**src/q4kd_pkg.sv**
```systemverilog
`default_nettype none
package q4kd_pkg;

    // Widths of the per-block integer sums; they hold any block of up to 32 elements.
    localparam int PSUM_W = 17;
    localparam int ASUM_W = 13;

    // Canonical quiet NaN that stands for every NaN result.
    localparam logic [31:0] QNAN = 32'h7FC0_0000;

    // One closed block, handed from the front to the back.
    typedef struct packed {
        logic signed [PSUM_W-1:0] sumi;
        logic signed [ASUM_W-1:0] asum;
        logic [5:0]               sc;
        logic [5:0]               mn;
        logic [15:0]              d;
        logic [15:0]              dmin;
        logic [15:0]              da;
        logic                     last;
    } job_t;

    // Operation before rounding: the value is w * 2^(e - 173), or special bits.
    typedef struct packed {
        logic              special;
        logic [31:0]       spec_bits;
        logic              sign;
        logic signed [11:0] e;
        logic [47:0]       w;
    } pre_t;

    typedef enum logic [1:0] {
        BK_IDLE,
        BK_PRE,
        BK_POST
    } bk_state_t;

    // Micro steps of one fold.
    typedef enum logic [3:0] {
        S_CVT_D,
        S_CVT_SC,
        S_MUL_T1,
        S_CVT_SUMI,
        S_MUL_T2,
        S_CVT_DMIN,
        S_CVT_MN,
        S_MUL_T3,
        S_CVT_ASUM,
        S_MUL_T4,
        S_SUB,
        S_CVT_DA,
        S_MUL_DA,
        S_ACC
    } step_t;

    // Exact conversion of an integer magnitude with a sign.
    function automatic pre_t pre_int(input logic sign, input logic [16:0] mag);
        pre_t p;
        p.special   = 1'b0;
        p.spec_bits = 32'h0;
        p.sign      = sign;
        p.e         = 12'sd173;
        p.w         = {31'b0, mag};
        return p;
    endfunction

    // Exact widening of half-precision bits.
    function automatic pre_t pre_half(input logic [15:0] h);
        pre_t p;
        logic [4:0] ex;
        ex          = h[14:10];
        p.special   = (ex == 5'h1F);
        p.spec_bits = {h[15], 8'hFF, h[9:0], 13'b0};
        p.sign      = h[15];
        p.e         = (ex == 5'h0) ? 12'sd149 : $signed({7'b0, ex}) + 12'sd148;
        p.w         = {37'b0, (ex != 5'h0), h[9:0]};
        return p;
    endfunction

    // Product of two single-precision values before rounding.
    function automatic pre_t pre_mul(input logic [31:0] a, input logic [31:0] b);
        pre_t p;
        logic [7:0] ea, eb;
        logic [23:0] ma, mb;
        logic a_nan, b_nan, a_inf, b_inf, a_zero, b_zero;
        ea     = a[30:23];
        eb     = b[30:23];
        ma     = {(ea != 8'h0), a[22:0]};
        mb     = {(eb != 8'h0), b[22:0]};
        a_nan  = (ea == 8'hFF) && (a[22:0] != 23'h0);
        b_nan  = (eb == 8'hFF) && (b[22:0] != 23'h0);
        a_inf  = (ea == 8'hFF) && (a[22:0] == 23'h0);
        b_inf  = (eb == 8'hFF) && (b[22:0] == 23'h0);
        a_zero = (a[30:0] == 31'h0);
        b_zero = (b[30:0] == 31'h0);
        p.sign = a[31] ^ b[31];
        p.e    = $signed({4'b0, ((ea == 8'h0) ? 8'h1 : ea)})
               + $signed({4'b0, ((eb == 8'h0) ? 8'h1 : eb)}) - 12'sd127;
        p.w    = {24'b0, ma} * {24'b0, mb};
        p.special   = 1'b0;
        p.spec_bits = 32'h0;
        if (a_nan || b_nan || (a_inf && b_zero) || (b_inf && a_zero))
        begin
            p.special   = 1'b1;
            p.spec_bits = QNAN;
        end
        else if (a_inf || b_inf)
        begin
            p.special   = 1'b1;
            p.spec_bits = {p.sign, 8'hFF, 23'h0};
        end
        return p;
    endfunction

    // Sum of two single-precision values before rounding.
    function automatic pre_t pre_add(input logic [31:0] a, input logic [31:0] b);
        pre_t p;
        logic [31:0] big, sml;
        logic [7:0] eb_eff, es_eff, d;
        logic [26:0] mbig, msml, al;
        logic [53:0] wide;
        logic [27:0] s;
        logic a_nan, b_nan, a_inf, b_inf;
        a_nan  = (a[30:23] == 8'hFF) && (a[22:0] != 23'h0);
        b_nan  = (b[30:23] == 8'hFF) && (b[22:0] != 23'h0);
        a_inf  = (a[30:23] == 8'hFF) && (a[22:0] == 23'h0);
        b_inf  = (b[30:23] == 8'hFF) && (b[22:0] == 23'h0);
        big    = (a[30:0] >= b[30:0]) ? a : b;
        sml    = (a[30:0] >= b[30:0]) ? b : a;
        eb_eff = (big[30:23] == 8'h0) ? 8'h1 : big[30:23];
        es_eff = (sml[30:23] == 8'h0) ? 8'h1 : sml[30:23];
        mbig   = {(big[30:23] != 8'h0), big[22:0], 3'b0};
        msml   = {(sml[30:23] != 8'h0), sml[22:0], 3'b0};
        d      = eb_eff - es_eff;
        wide   = 54'h0;
        // Align the smaller operand and keep a sticky bit of what falls off.
        if (d >= 8'd27)
        begin
            al = {26'h0, (msml != 27'h0)};
        end
        else
        begin
            wide = {msml, 27'h0} >> d[4:0];
            al   = wide[53:27];
            al[0] = al[0] | (wide[26:0] != 27'h0);
        end
        if (a[31] != b[31])
        begin
            s = {1'b0, mbig} - {1'b0, al};
        end
        else
        begin
            s = {1'b0, mbig} + {1'b0, al};
        end
        // The three guard bits put the sum at 2^(eb_eff - 153).
        p.sign      = big[31];
        p.e         = $signed({4'b0, eb_eff}) + 12'sd20;
        p.w         = {20'h0, s};
        p.special   = 1'b0;
        p.spec_bits = 32'h0;
        if (a_nan || b_nan || (a_inf && b_inf && (a[31] != b[31])))
        begin
            p.special   = 1'b1;
            p.spec_bits = QNAN;
        end
        else if (a_inf)
        begin
            p.special   = 1'b1;
            p.spec_bits = a;
        end
        else if (b_inf)
        begin
            p.special   = 1'b1;
            p.spec_bits = b;
        end
        else if (s == 28'h0)
        begin
            // An exact zero sum is negative only when both addends are.
            p.special   = 1'b1;
            p.spec_bits = {a[31] & b[31], 31'h0};
        end
        return p;
    endfunction

    // Normalize and round to nearest even, with gradual underflow.
    function automatic logic [31:0] post_round(input pre_t p);
        logic [5:0] lz;
        logic found;
        logic [47:0] wn, shifted;
        logic signed [11:0] er, sh;
        logic [95:0] wide;
        logic lost;
        logic [7:0] efield;
        logic [23:0] mant;
        logic g, s, rnd;
        logic [31:0] bits;
        lz    = 6'h0;
        found = 1'b0;
        for (int i = 47; i >= 0; i--)
        begin
            if (!found && p.w[i])
            begin
                lz    = 6'(47 - i);
                found = 1'b1;
            end
        end
        wn      = p.w << lz;
        er      = p.e - $signed({6'b0, lz}) + 12'sd1;
        sh      = 12'sd1 - er;
        shifted = wn;
        lost    = 1'b0;
        efield  = er[7:0];
        wide    = 96'h0;
        if (er <= 12'sd0)
        begin
            efield = 8'h0;
            if (sh >= 12'sd48)
            begin
                shifted = 48'h0;
                lost    = 1'b1;
            end
            else
            begin
                wide    = {wn, 48'h0} >> sh[5:0];
                shifted = wide[95:48];
                lost    = (wide[47:0] != 48'h0);
            end
        end
        mant = shifted[47:24];
        g    = shifted[23];
        s    = (shifted[22:0] != 23'h0) | lost;
        rnd  = g & (s | mant[0]);
        bits = {1'b0, efield, mant[22:0]} + {31'h0, rnd};
        if (p.special)
        begin
            post_round = p.spec_bits;
        end
        else if (p.w == 48'h0)
        begin
            post_round = {p.sign, 31'h0};
        end
        else if (er >= 12'sd255)
        begin
            post_round = {p.sign, 8'hFF, 23'h0};
        end
        else
        begin
            post_round = {p.sign, bits[30:0]};
        end
    endfunction

endpackage
`default_nettype wire

```
**src/q4kd_front.sv**
```systemverilog
`default_nettype none
module q4kd_front #(
    parameter int BLOCK_LEN = 32
) (
    input  wire logic                clk,
    input  wire logic                rst_n,
    input  wire logic                in_valid,
    output logic                     in_stall,
    input  wire logic signed [7:0]   activation,
    input  wire logic [3:0]          weight_nibble,
    input  wire logic [5:0]          sub_scale,
    input  wire logic [5:0]          sub_min,
    input  wire logic [15:0]         super_scale_bits,
    input  wire logic [15:0]         super_min_bits,
    input  wire logic [15:0]         act_scale_bits,
    input  wire logic                last_in_dot,
    input  wire logic                fifo_full,
    output logic                     push,
    output q4kd_pkg::job_t           push_job
);
    import q4kd_pkg::*;

    localparam int CW = $clog2(BLOCK_LEN + 1);

    logic [CW-1:0]             count_reg, count_next;
    logic signed [PSUM_W-1:0]  psum_reg, psum_next, psum_sum;
    logic signed [ASUM_W-1:0]  asum_reg, asum_next, asum_sum;
    logic signed [12:0]        prod;
    logic                      accept, close;

    // A beat is taken whenever the queue has room.
    assign in_stall = fifo_full;
    assign accept   = in_valid && !in_stall;

    // Running integer sums of the current block.
    assign prod     = $signed({{5{activation[7]}}, activation}) * $signed({9'b0, weight_nibble});
    assign psum_sum = psum_reg + {{(PSUM_W-13){prod[12]}}, prod};
    assign asum_sum = asum_reg + {{(ASUM_W-8){activation[7]}}, activation};
    assign close    = last_in_dot || (count_reg == CW'(BLOCK_LEN - 1));

    always_comb
    begin
        psum_next  = psum_reg;
        asum_next  = asum_reg;
        count_next = count_reg;
        if (accept)
        begin
            if (close)
            begin
                psum_next  = '0;
                asum_next  = '0;
                count_next = '0;
            end
            else
            begin
                psum_next  = psum_sum;
                asum_next  = asum_sum;
                count_next = count_reg + CW'(1);
            end
        end
    end

    always_ff @(posedge clk or negedge rst_n)
    begin
        if (!rst_n)
        begin
            psum_reg  <= '0;
            asum_reg  <= '0;
            count_reg <= '0;
        end
        else
        begin
            psum_reg  <= psum_next;
            asum_reg  <= asum_next;
            count_reg <= count_next;
        end
    end

    // A closing beat hands the finished block to the back.
    assign push          = accept && close;
    assign push_job.sumi = psum_sum;
    assign push_job.asum = asum_sum;
    assign push_job.sc   = sub_scale;
    assign push_job.mn   = sub_min;
    assign push_job.d    = super_scale_bits;
    assign push_job.dmin = super_min_bits;
    assign push_job.da   = act_scale_bits;
    assign push_job.last = last_in_dot;

endmodule
`default_nettype wire

```
**src/q4kd_fifo.sv**
```systemverilog
`default_nettype none
module q4kd_fifo (
    input  wire logic           clk,
    input  wire logic           rst_n,
    input  wire logic           push,
    input  wire q4kd_pkg::job_t push_job,
    input  wire logic           pop,
    output logic                full,
    output logic                empty,
    output q4kd_pkg::job_t      head
);
    import q4kd_pkg::*;

    job_t       mem_reg [2];
    logic       wr_ptr_reg, rd_ptr_reg;
    logic [1:0] count_reg;

    assign full  = (count_reg == 2'd2);
    assign empty = (count_reg == 2'd0);
    assign head  = mem_reg[rd_ptr_reg];

    // Entry storage.
    always_ff @(posedge clk)
    begin
        if (push)
        begin
            mem_reg[wr_ptr_reg] <= push_job;
        end
    end

    // Pointers and fill level.
    always_ff @(posedge clk or negedge rst_n)
    begin
        if (!rst_n)
        begin
            wr_ptr_reg <= 1'b0;
            rd_ptr_reg <= 1'b0;
            count_reg  <= 2'd0;
        end
        else
        begin
            if (push)
            begin
                wr_ptr_reg <= !wr_ptr_reg;
            end
            if (pop)
            begin
                rd_ptr_reg <= !rd_ptr_reg;
            end
            count_reg <= count_reg + {1'b0, push} - {1'b0, pop};
        end
    end

endmodule
`default_nettype wire

```
**src/q4kd_back.sv**
```systemverilog
`default_nettype none
module q4kd_back (
    input  wire logic           clk,
    input  wire logic           rst_n,
    input  wire logic           empty,
    input  wire q4kd_pkg::job_t head,
    output logic                pop,
    output logic                out_valid,
    input  wire logic           out_stall,
    output logic [31:0]         dot_bits
);
    import q4kd_pkg::*;

    bk_state_t   state_reg, state_next;
    step_t       step_reg, step_next;
    job_t        job_reg;
    pre_t        pre_reg, pre_next;
    logic [31:0] x0_reg, x1_reg, t1_reg, t2_reg, acc_reg;
    logic [31:0] res;
    logic        out_valid_reg, out_free, emit, finish;
    logic [16:0] sumi_mag, asum_mag, asum_ext;

    assign out_free = !out_valid_reg || !out_stall;
    assign res      = post_round(pre_reg);
    assign sumi_mag = job_reg.sumi[PSUM_W-1] ? 17'(-job_reg.sumi) : 17'(job_reg.sumi);
    // Widen first so that the most negative activation sum has a magnitude.
    assign asum_ext = {{(17-ASUM_W){job_reg.asum[ASUM_W-1]}}, job_reg.asum};
    assign asum_mag = job_reg.asum[ASUM_W-1] ? -asum_ext : asum_ext;

    // Operand selection for the current micro step.
    always_comb
    begin
        unique case (step_reg)
            S_CVT_D:    pre_next = pre_half(job_reg.d);
            S_CVT_SC:   pre_next = pre_int(1'b0, {11'b0, job_reg.sc});
            S_MUL_T1:   pre_next = pre_mul(x0_reg, x1_reg);
            S_CVT_SUMI: pre_next = pre_int(job_reg.sumi[PSUM_W-1], sumi_mag);
            S_MUL_T2:   pre_next = pre_mul(t1_reg, x0_reg);
            S_CVT_DMIN: pre_next = pre_half(job_reg.dmin);
            S_CVT_MN:   pre_next = pre_int(1'b0, {11'b0, job_reg.mn});
            S_MUL_T3:   pre_next = pre_mul(x0_reg, x1_reg);
            S_CVT_ASUM: pre_next = pre_int(job_reg.asum[ASUM_W-1], asum_mag);
            S_MUL_T4:   pre_next = pre_mul(t1_reg, x0_reg);
            S_SUB:      pre_next = pre_add(t2_reg, {!t1_reg[31], t1_reg[30:0]});
            S_CVT_DA:   pre_next = pre_half(job_reg.da);
            S_MUL_DA:   pre_next = pre_mul(x0_reg, t1_reg);
            S_ACC:      pre_next = pre_add(acc_reg, t1_reg);
            default:    pre_next = pre_int(1'b0, 17'h0);
        endcase
    end

    // Sequencer: each step is an operand stage and a rounding stage.
    always_comb
    begin
        state_next = state_reg;
        step_next  = step_reg;
        pop        = 1'b0;
        finish     = 1'b0;
        emit       = 1'b0;
        unique case (state_reg)
            BK_IDLE:
            begin
                if (!empty)
                begin
                    pop        = 1'b1;
                    step_next  = S_CVT_D;
                    state_next = BK_PRE;
                end
            end
            BK_PRE:
            begin
                state_next = BK_POST;
            end
            BK_POST:
            begin
                if (step_reg == S_ACC)
                begin
                    if (!job_reg.last || out_free)
                    begin
                        finish     = 1'b1;
                        emit       = job_reg.last;
                        state_next = BK_IDLE;
                    end
                end
                else
                begin
                    step_next  = step_t'(step_reg + 4'd1);
                    state_next = BK_PRE;
                end
            end
            default:
            begin
                state_next = BK_IDLE;
            end
        endcase
    end

    always_ff @(posedge clk or negedge rst_n)
    begin
        if (!rst_n)
        begin
            state_reg     <= BK_IDLE;
            step_reg      <= S_CVT_D;
            acc_reg       <= 32'h0;
            out_valid_reg <= 1'b0;
        end
        else
        begin
            state_reg <= state_next;
            step_reg  <= step_next;
            if (finish)
            begin
                acc_reg <= emit ? 32'h0 : res;
            end
            if (emit)
            begin
                out_valid_reg <= 1'b1;
            end
            else if (!out_stall)
            begin
                out_valid_reg <= 1'b0;
            end
        end
    end

    // Working registers and the result register.
    always_ff @(posedge clk)
    begin
        if (pop)
        begin
            job_reg <= head;
        end
        if (state_reg == BK_PRE)
        begin
            pre_reg <= pre_next;
        end
        if (state_reg == BK_POST)
        begin
            unique case (step_reg)
                S_CVT_D, S_CVT_SUMI, S_CVT_DMIN, S_CVT_ASUM, S_CVT_DA: x0_reg <= res;
                S_CVT_SC, S_CVT_MN:                                    x1_reg <= res;
                S_MUL_T1, S_MUL_T3, S_MUL_T4, S_SUB, S_MUL_DA:         t1_reg <= res;
                S_MUL_T2:                                              t2_reg <= res;
                default:                                               ;
            endcase
        end
        if (emit)
        begin
            dot_bits <= ((res[30:23] == 8'hFF) && (res[22:0] != 23'h0)) ? QNAN : res;
        end
    end

    assign out_valid = out_valid_reg;

endmodule
`default_nettype wire

```
**src/q4k_by_q8_block_dot_product_top.sv**
```systemverilog
// Block dot product of int8 activations with 4-bit weights, folded in float32.
// Input channel: one beat per element pair (in_valid / in_stall), carrying the
// activation, the weight nibble, the block's scales and the last_in_dot mark.
// The scales of the beat that closes a block are the ones used.
// Output channel: one beat (out_valid / out_stall) carrying dot_bits per dot
// product, produced only for a beat marked last_in_dot.
// Throughput: the front takes one element per cycle into the integer sums while
// the queue has room. Each closed block is folded by a shared float multiply/add
// sequencer (a fetch, then 14 steps of an operand stage and a rounding stage).
// Blocks wait in a two-entry queue, so full-length blocks of 32 stream at one
// element per cycle while the output does not stall; runs of short blocks are
// limited by the sequencer, which takes a new block only when done with the last.
// Reset clears the sums, the queue, the sequencer and the accumulator to +0.
// A stalled output holds its beat; the back then waits before the next emit
// while the front keeps filling the queue.
`default_nettype none
module q4k_by_q8_block_dot_product_top #(
    parameter int BLOCK_LEN = 32
) (
    input  wire logic              clk,
    input  wire logic              rst_n,
    input  wire logic              in_valid,
    output logic                   in_stall,
    input  wire logic signed [7:0] activation,
    input  wire logic [3:0]        weight_nibble,
    input  wire logic [5:0]        sub_scale,
    input  wire logic [5:0]        sub_min,
    input  wire logic [15:0]       super_scale_bits,
    input  wire logic [15:0]       super_min_bits,
    input  wire logic [15:0]       act_scale_bits,
    input  wire logic              last_in_dot,
    output logic                   out_valid,
    input  wire logic              out_stall,
    output logic [31:0]            dot_bits
);
    import q4kd_pkg::*;

    logic fifo_full, fifo_empty, push, pop;
    job_t push_job, head;

    q4kd_front #(
        .BLOCK_LEN (BLOCK_LEN)
    ) u_front (
        .clk              (clk),
        .rst_n            (rst_n),
        .in_valid         (in_valid),
        .in_stall         (in_stall),
        .activation       (activation),
        .weight_nibble    (weight_nibble),
        .sub_scale        (sub_scale),
        .sub_min          (sub_min),
        .super_scale_bits (super_scale_bits),
        .super_min_bits   (super_min_bits),
        .act_scale_bits   (act_scale_bits),
        .last_in_dot      (last_in_dot),
        .fifo_full        (fifo_full),
        .push             (push),
        .push_job         (push_job)
    );

    q4kd_fifo u_fifo (
        .clk      (clk),
        .rst_n    (rst_n),
        .push     (push),
        .push_job (push_job),
        .pop      (pop),
        .full     (fifo_full),
        .empty    (fifo_empty),
        .head     (head)
    );

    q4kd_back u_back (
        .clk       (clk),
        .rst_n     (rst_n),
        .empty     (fifo_empty),
        .head      (head),
        .pop       (pop),
        .out_valid (out_valid),
        .out_stall (out_stall),
        .dot_bits  (dot_bits)
    );

    // The queue is never written while full.
    assert property (@(posedge clk) disable iff (!rst_n) push |-> !fifo_full)
        else $error("queue overflow");

    // The back never takes a block from an empty queue.
    assert property (@(posedge clk) disable iff (!rst_n) pop |-> !fifo_empty)
        else $error("queue underflow");

    // A block pushed into an empty queue is visible in the next cycle.
    assert property (@(posedge clk) disable iff (!rst_n)
        (push && fifo_empty && !pop) |=> !fifo_empty)
        else $error("queue lost a block");

endmodule
`default_nettype wire

```
**config.mk**
```make
export PLATFORM = sky130hd
export DESIGN_NAME = q4k_by_q8_block_dot_product_top
export DESIGN_NICKNAME = d
export VERILOG_FILES = /design/src/q4kd_pkg.sv /design/src/q4kd_front.sv /design/src/q4kd_fifo.sv /design/src/q4kd_back.sv /design/src/q4k_by_q8_block_dot_product_top.sv
export SDC_FILE = /design/constraint.sdc
export NUM_CORES = 2
export LEC_CHECK = 0
export BUFFER_PORTS_ARGS = -buffer_cell sky130_fd_sc_hd__buf_4
export CORE_ASPECT_RATIO = 1.75
export CORE_MARGIN = 4
export CORE_UTILIZATION = 36
export DETAILED_ROUTE_END_ITERATION = 6
export GPL_TIMING_DRIVEN = 0
export PLACE_DENSITY = 0.48
export SLEW_MARGIN = 20
export SYNTH_ARGS = -nofsm -noshare
export SYNTH_HDL_FRONTEND = slang
export SYNTH_SLANG_ARGS = --single-unit
```
**constraint.sdc**
```tcl
create_clock -name clk -period 15.3 [get_ports clk]
set_clock_uncertainty 0.15 [all_clocks]
set_input_delay 0 -clock clk [delete_from_list [all_inputs] [get_ports clk]]
set_output_delay 0 -clock clk [all_outputs]
set_load 0.05 [all_outputs]
```
== Yosys cells after proc, flatten, opt, wreduce, memory -nomap -nowiden ==
Memories as Yosys holds them, arrays and structs flattened. A register that Yosys moved wholly into a read port is not among the register bits.
Cells that the tools add are included.
Word-level totals
  word-level logic and storage cells: 463
  bits in writable memories: 182
  output and inout port bits: 34
  bits in registers: 333
  input port bits: 77
  memories kept: 1
Memories
  u_fifo.mem_reg: depth 2, width 91, rd ports 1, clocked after Yosys merged registers in 1, wr ports 1, RTL line q4kd_fifo.sv:14  | job_t mem_reg [2];
Operators by class
  reduce and logical (&&, ||, !) cells: 197
  bitwise operators: 9
  add/sub/neg operators: 27
  magnitude comparators: 7
  shift operators: 4
  mux-type cells: 163
  multipliers: 3
  equal/unequal tests: 32
Operator list (count)
  case mux 94 bit (12 select lines): 1
  2-to-1 mux 33 bit: 13
  2-to-1 mux 6 bit: 47
  nonzero test 23 bit: 7
  2-to-1 mux 32 bit: 4
  2-to-1 mux 31 bit: 4
  zero test 23 bit: 5
  2-to-1 mux 28 bit: 4
  2-to-1 mux 27 bit: 4
  >> shifter 54 x 5 -> 54 bit: 2
  multiplier 24 x 24 -> 48 bit: 2
  >> shifter 96 x 6 -> 95 bit: 1
  2-to-1 mux 47 bit: 2
  zero test 31 bit: 3
  logical AND 1 bit: 68
  2-to-1 mux 8 bit: 8
  >= comparator 31 bit: 2
  2-to-1 mux 1 bit: 62
  adder 27 x 27 -> 28 bit: 2
  zero test 28 bit: 2
  zero test 8 bit: 7
  nonzero test 8 bit: 7
  subtractor 27 x 27 -> 28 bit: 2
  zero test 1 bit: 54
  59 further kinds: 129

== Depth between registers and ports, before layout ==
  depth in word-level cells: 158
  depth in mapped cells: 59
  mapped depth without buffers: 53

== By module ==
Synthesis repeated with hierarchy kept, for this count alone.
Second synthesis, totals
  cells, all modules: 9911
  area, all modules: 88865.2 um^2
By module, submodules not included
  q4kd_back: area each 77083.9 um^2, sequential area each 11275.8 um^2, times used 1, cells an instance 9070
  q4kd_fifo: area each 7163.1 um^2, sequential area each 5565.3 um^2, times used 1, cells an instance 298
  q4kd_front: area each 4618.2 um^2, sequential area each 900.9 um^2, times used 1, cells an instance 543

== Worst setup path before layout ==
Ideal clock, no wire load.
  path kind: register -> register
  start point: register u_back.t1_reg[1]
  end point: register u_back.pre_reg[92] in the netlist's numbering, data pin
  period minus slack after synthesis: 11.468 ns
  setup time: 0.169 ns
  data arrival time: 11.149 ns
  setup slack: 3.832 ns
  stages on the path, launching flop included: 53
  path through: edfxtp_1 clkbuf_1 clkinv_1 ha_1 and4_1 o311a_1 o211ai_1 a2111o_1 nand2_1 buf_1 clkbuf_1 clkbuf_1 clkbuf_1 nor2_1 a21oi_1 inv_1 nor4_1 nand4_1 (+17 left out) o21bai_1 a21oi_1 o31ai_1 a211o_1 a311oi_1 o21bai_1 a211o_1 a211o_1 a2111oi_0 nor3_1 xnor2_1 nor4_1 nand4_1 nor4_1 nand4b_1 o22ai_1 mux2i_1 o31ai_1
RTL lines
  from (decl): RTL line q4kd_back.sv:18  | logic [31:0] x0_reg, x1_reg, t1_reg, t2_reg, acc_reg;
  from (signal assigned): RTL line q4kd_back.sv:142  | S_MUL_T1, S_MUL_T3, S_MUL_T4, S_SUB, S_MUL_DA: t1_reg <= res;
  to (signal assigned): RTL line q4kd_back.sv:135  | pre_reg <= pre_next;
  to (decl): RTL line q4kd_back.sv:17  | pre_t pre_reg, pre_next;

==> Flow_metrics.wiki <==
{| class="wikitable"
! Metric !! Value
|-
| Number of top-level pins || 111
|-
| Data arrival, critical path || between 15 and 20 ns
|-
| Remaining number of nets flagged by the antenna check after routing || 0
|-
| Number of buffer cells added on primary ports || 110
|-
| Maximum root-to-sink buffer count || 3
|-
| Largest cells by area after synthesis || sky130_fd_sc_hd__fa_1 23%, sky130_fd_sc_hd__edfxtp_1 18%, sky130_fd_sc_hd__ha_1 9.0%
|-
| Combined global-route utilization of all metal layers || 36.7%
|-
| Final Hold Viols || 0
|-
| Endpoint type of the worst setup path || register
|-
| Worst-case headroom to the max-slew limit || 10.3%
|-
| Pin count of the biggest net entering global routing || 80
|-
| Clock period minus final worst setup slack || about 15 ns
|-
| Die X || ~380 um
|-
| Highest-delay cell along the critical path || sky130_fd_sc_hd__o41ai_1
|-
| Number of distinct library cells after synthesis || 125
|-
| Worst-path maximum fanout || 10
|-
| Multi-input gate area || 62800 sq um
|-
| Number of max-capacitance violations reported || 0
|-
| Fin Setup TNS || 0 ns
|-
| DP Wirelength || 390000 um
|-
| Count of routing violations after the opening detailed-route iteration || 6715
|-
| Mux cell area share after synthesis || 4.48%
|-
| Routed wirelength normalized by instance count || 35.1 um
|-
| Mean instance size in the synthesized netlist || roughly 9 sq um
|-
| Sink Count || a little over 600
|-
| Fillcell total || 24.6k
|-
| Pins Over Slew Limit || 0
|-
| Post-synth EDFFs || between 500 and 600
|-
| Synthesized area || 87400 sq um
|-
| Metal-1 WL || about 150000 um
|-
| Core area || approximately 240000 sq um
|-
| DIE HEIGHT || 660 um
|-
| Post-Synthesis Cells || 9825
|-
| Initial Util || 36.1%
|-
| Remaining DRCs || 0
|-
| Clock root cell || sky130_fd_sc_hd__clkbuf_16
|-
| Fmax achieved || about 0.066 GHz
|-
| Classification of the worst setup path || reg -> reg
|-
| Critical Path Start Type || register
|-
| Critical path data required time || 15.63 ns
|-
| Async SR Flop Fraction || about an eighth
|-
| Proportion of layout cells with a drive suffix above 1 || 8.22%
|-
| Total routed wirelength || 471000 um
|-
| Least-Margin Pin Slew || 1.33 ns
|-
| Predominant post-synthesis flop cell || sky130_fd_sc_hd__edfxtp_1
|-
| Max reg flops || 182
|-
| Number of nets in the finished design || 11.9k
|-
| Overflow left after global routing || 0
|-
| Synthesized-area fraction occupied by ao, oa, aoi and oai cells || 14.8%
|-
| CTS buffer count || 56
|-
| Fraction of the mapped netlist area in adder cells || 31.7%
|-
| Gpl congestion || 1.07
|-
| Number of warnings reported in the yosys synthesis log || 0
|-
| Outcome || finished clean
|-
| Type of the most critical hold path || in -> reg
|-
| Final Hold Slack || 0.0658 ns
|-
| Floorplan die area || between 200000 and 300000 sq um
|-
| Synth Register Bits || 606
|-
| Detailed-router iteration count before antenna repair || 6
|-
| Main combinational cell family by area after synthesis || adder cells
|-
| Wire length of the first global-routing pass || 648000 um
|-
| Number of vias per cell after detailed routing || 5.96
|-
| Synth Area in Simple Gates || between 15 and 20%
|-
| Library cell with the largest summed area after synthesis || sky130_fd_sc_hd__fa_1
|-
| Most numerous cell types in the synthesized netlist || 1308 x sky130_fd_sc_hd__inv_1, 1307 x sky130_fd_sc_hd__nand2_1, 990 x sky130_fd_sc_hd__fa_1
|-
| Highest Signal Layer || met5
|-
| Tcrit/Tclk final || 99.2%
|-
| Leading cell type by number of instances after synthesis || sky130_fd_sc_hd__inv_1
|-
| Initial antenna violation count || 24
|-
| Total number of vias || roughly 80k
|-
| Clock latency on the worst-skew pair || 0.70 ns
|-
| Number of global-route vias before repair || 84.1k
|-
| Post-Synth XOR/XNOR Area || roughly 2.5%
|-
| Clock slew at reported path FFs || approximately 0.08 ns
|-
| Routed length on met3 || 24100 um
|-
| Layout area overhead || 11.4%
|-
| Highest cell delay on the worst timing path || roughly 0.75 ns
|-
| Storage element area || 17800 sq um
|-
| H-Tree Level Count || 2
|-
| Share of the synthesized area in the top cell type || a little under a quarter
|-
| Sequential fraction of the synthesis area || 20.4%
|-
| Count of non-filler cells in the finished layout || 13.4k
|-
| Final setup violation count || 0
|-
| CTS tree || yes
|-
| Detailed-routed wire length on met2 || about 240000 um
|-
| Number of rows in the core area || 239
|-
| Cell count after placement || 13.2k
|}
-- worst max-delay path: cells and delay by family, from the launching register on --
| kind | cells | cell delay, ns |
|---|---|---|
| xor gates and xnor gates | 1 | 0.12 |
| muxes | 4 | 1.52 |
| adders and majority gates | 3 | 1.30 |
| buffers and inverters | 8 | 3.37 |
| AOI/OAI and AO/OA | 13 | 4.56 |
| and+or+nand+nor | 11 | 3.48 |
| DFF | 1 | 0.38 |
-- routing by layer --
layer / global-route usage (%) / vias to the layer above
li1: - / 34400
met1: 35.8 / 40300
met2: 65.9 / 3739
met3: 4.71 / 1580
met4: 36.5 / 14
met5: 0 / -
-- worst paths after layout --
kind	slack [ns]	from	depth (start not counted)	end
min in group asynchronous	0.29	rst_n	4	u_back.acc_reg[0]
worst max register to register	0.12	u_back.t1_reg[2]	40	u_back.pre_reg[92]
worst min register to register	0.34	u_front.count_reg[5]	1	u_front.count_reg[5]
worst min-delay path	0.07	weight_nibble[1]	4	u_fifo.mem_reg[0][75]
worst max-delay path	0.12	u_back.t1_reg[2]	40	u_back.pre_reg[92]
max in group asynchronous	14.26	rst_n	4	u_front.psum_reg[14]
-- kinds of logic (layout without fill, tap and decap cells) --
logic type,count (synthesis),count (layout)
adders and majority gates,1621,1621
AOI/OAI and AO/OA,1901,1901
and+or+nand+nor,3211,3211
muxes,321,321
xor gates and xnor gates,249,249
other,1,26
buffers and inverters,1915,2346
DFF,606,606
-- cell type report --
cell class,instances,area share (%)
multi-input cells,7316,64.6
flip-flops and latches,606,18.3
inverters,1321,5.12
well taps,3133,4.03
repair buffers,332,3.34
plain buffers,588,2.63
clock buffers,68,1.57
clock inverters,37,0.432
diodes,13,0.0334
-- placed cells by master (no fill, tap or decap), types with 61 or more instances in the layout --
cell type                       synthesis  layout
sky130_fd_sc_hd__edfxtp_1             527     527
sky130_fd_sc_hd__clkbuf_2               0      72
sky130_fd_sc_hd__nor2_1               477     469
sky130_fd_sc_hd__dlygate4sd3_1          0     137
sky130_fd_sc_hd__fa_1                 990     989
sky130_fd_sc_hd__a211oi_1              70      65
sky130_fd_sc_hd__xnor2_1              158     145
sky130_fd_sc_hd__mux2_2               130     130
sky130_fd_sc_hd__o21bai_1              66      66
sky130_fd_sc_hd__and2_1               460     460
sky130_fd_sc_hd__inv_1               1308    1305
sky130_fd_sc_hd__nor4_1                78      71
sky130_fd_sc_hd__xor2_1                91      88
sky130_fd_sc_hd__nor3_1               143     136
sky130_fd_sc_hd__nand4_1               92      92
sky130_fd_sc_hd__mux2i_1              147     141
sky130_fd_sc_hd__clkbuf_1             502     416
sky130_fd_sc_hd__o211ai_1              78      78
sky130_fd_sc_hd__nand3_1              281     281
sky130_fd_sc_hd__or3_1                 62      61
sky130_fd_sc_hd__a21o_1                76      76
sky130_fd_sc_hd__nand2_1             1307    1307
sky130_fd_sc_hd__buf_4                  3     145
sky130_fd_sc_hd__ha_1                 631     630
sky130_fd_sc_hd__dfrtp_1               79      79
sky130_fd_sc_hd__o21ai_0              347     339
sky130_fd_sc_hd__and3_1                62      61
sky130_fd_sc_hd__o22ai_1               74      74
sky130_fd_sc_hd__buf_2                 30      63
sky130_fd_sc_hd__a21oi_1              455     449
-- repair_timing --
| item | in CTS | in global routing |
|---|---|---|
| pin swaps | 2 | 2 |
| buffers inserted | 10 | 4 |
| endpoints found under the hold margin | 304 | 0 |
| hold buffers | 138 | 0 |
| resized for setup | 72 | 59 |
| setup endpoints to repair | 77 | 38 |
-- through the flow --
stage | setup slack (ns) | util (%) | area, sq um
2_1_floorplan | 3.83 | - | 87400
3_3_place_gp | -5.38 | 38.1 | 92200
3_5_place_dp | -2.98 | 38.6 | 93400
4_1_cts | 0.0136 | 40.1 | 97100
5_1_grt | -0.00113 | 40.2 | 97300
6_report | 0.118 | 40.2 | 97300
Power is not shown: default switching activity piles up to over one toggle a cycle in this logic, so the estimate is an artifact.
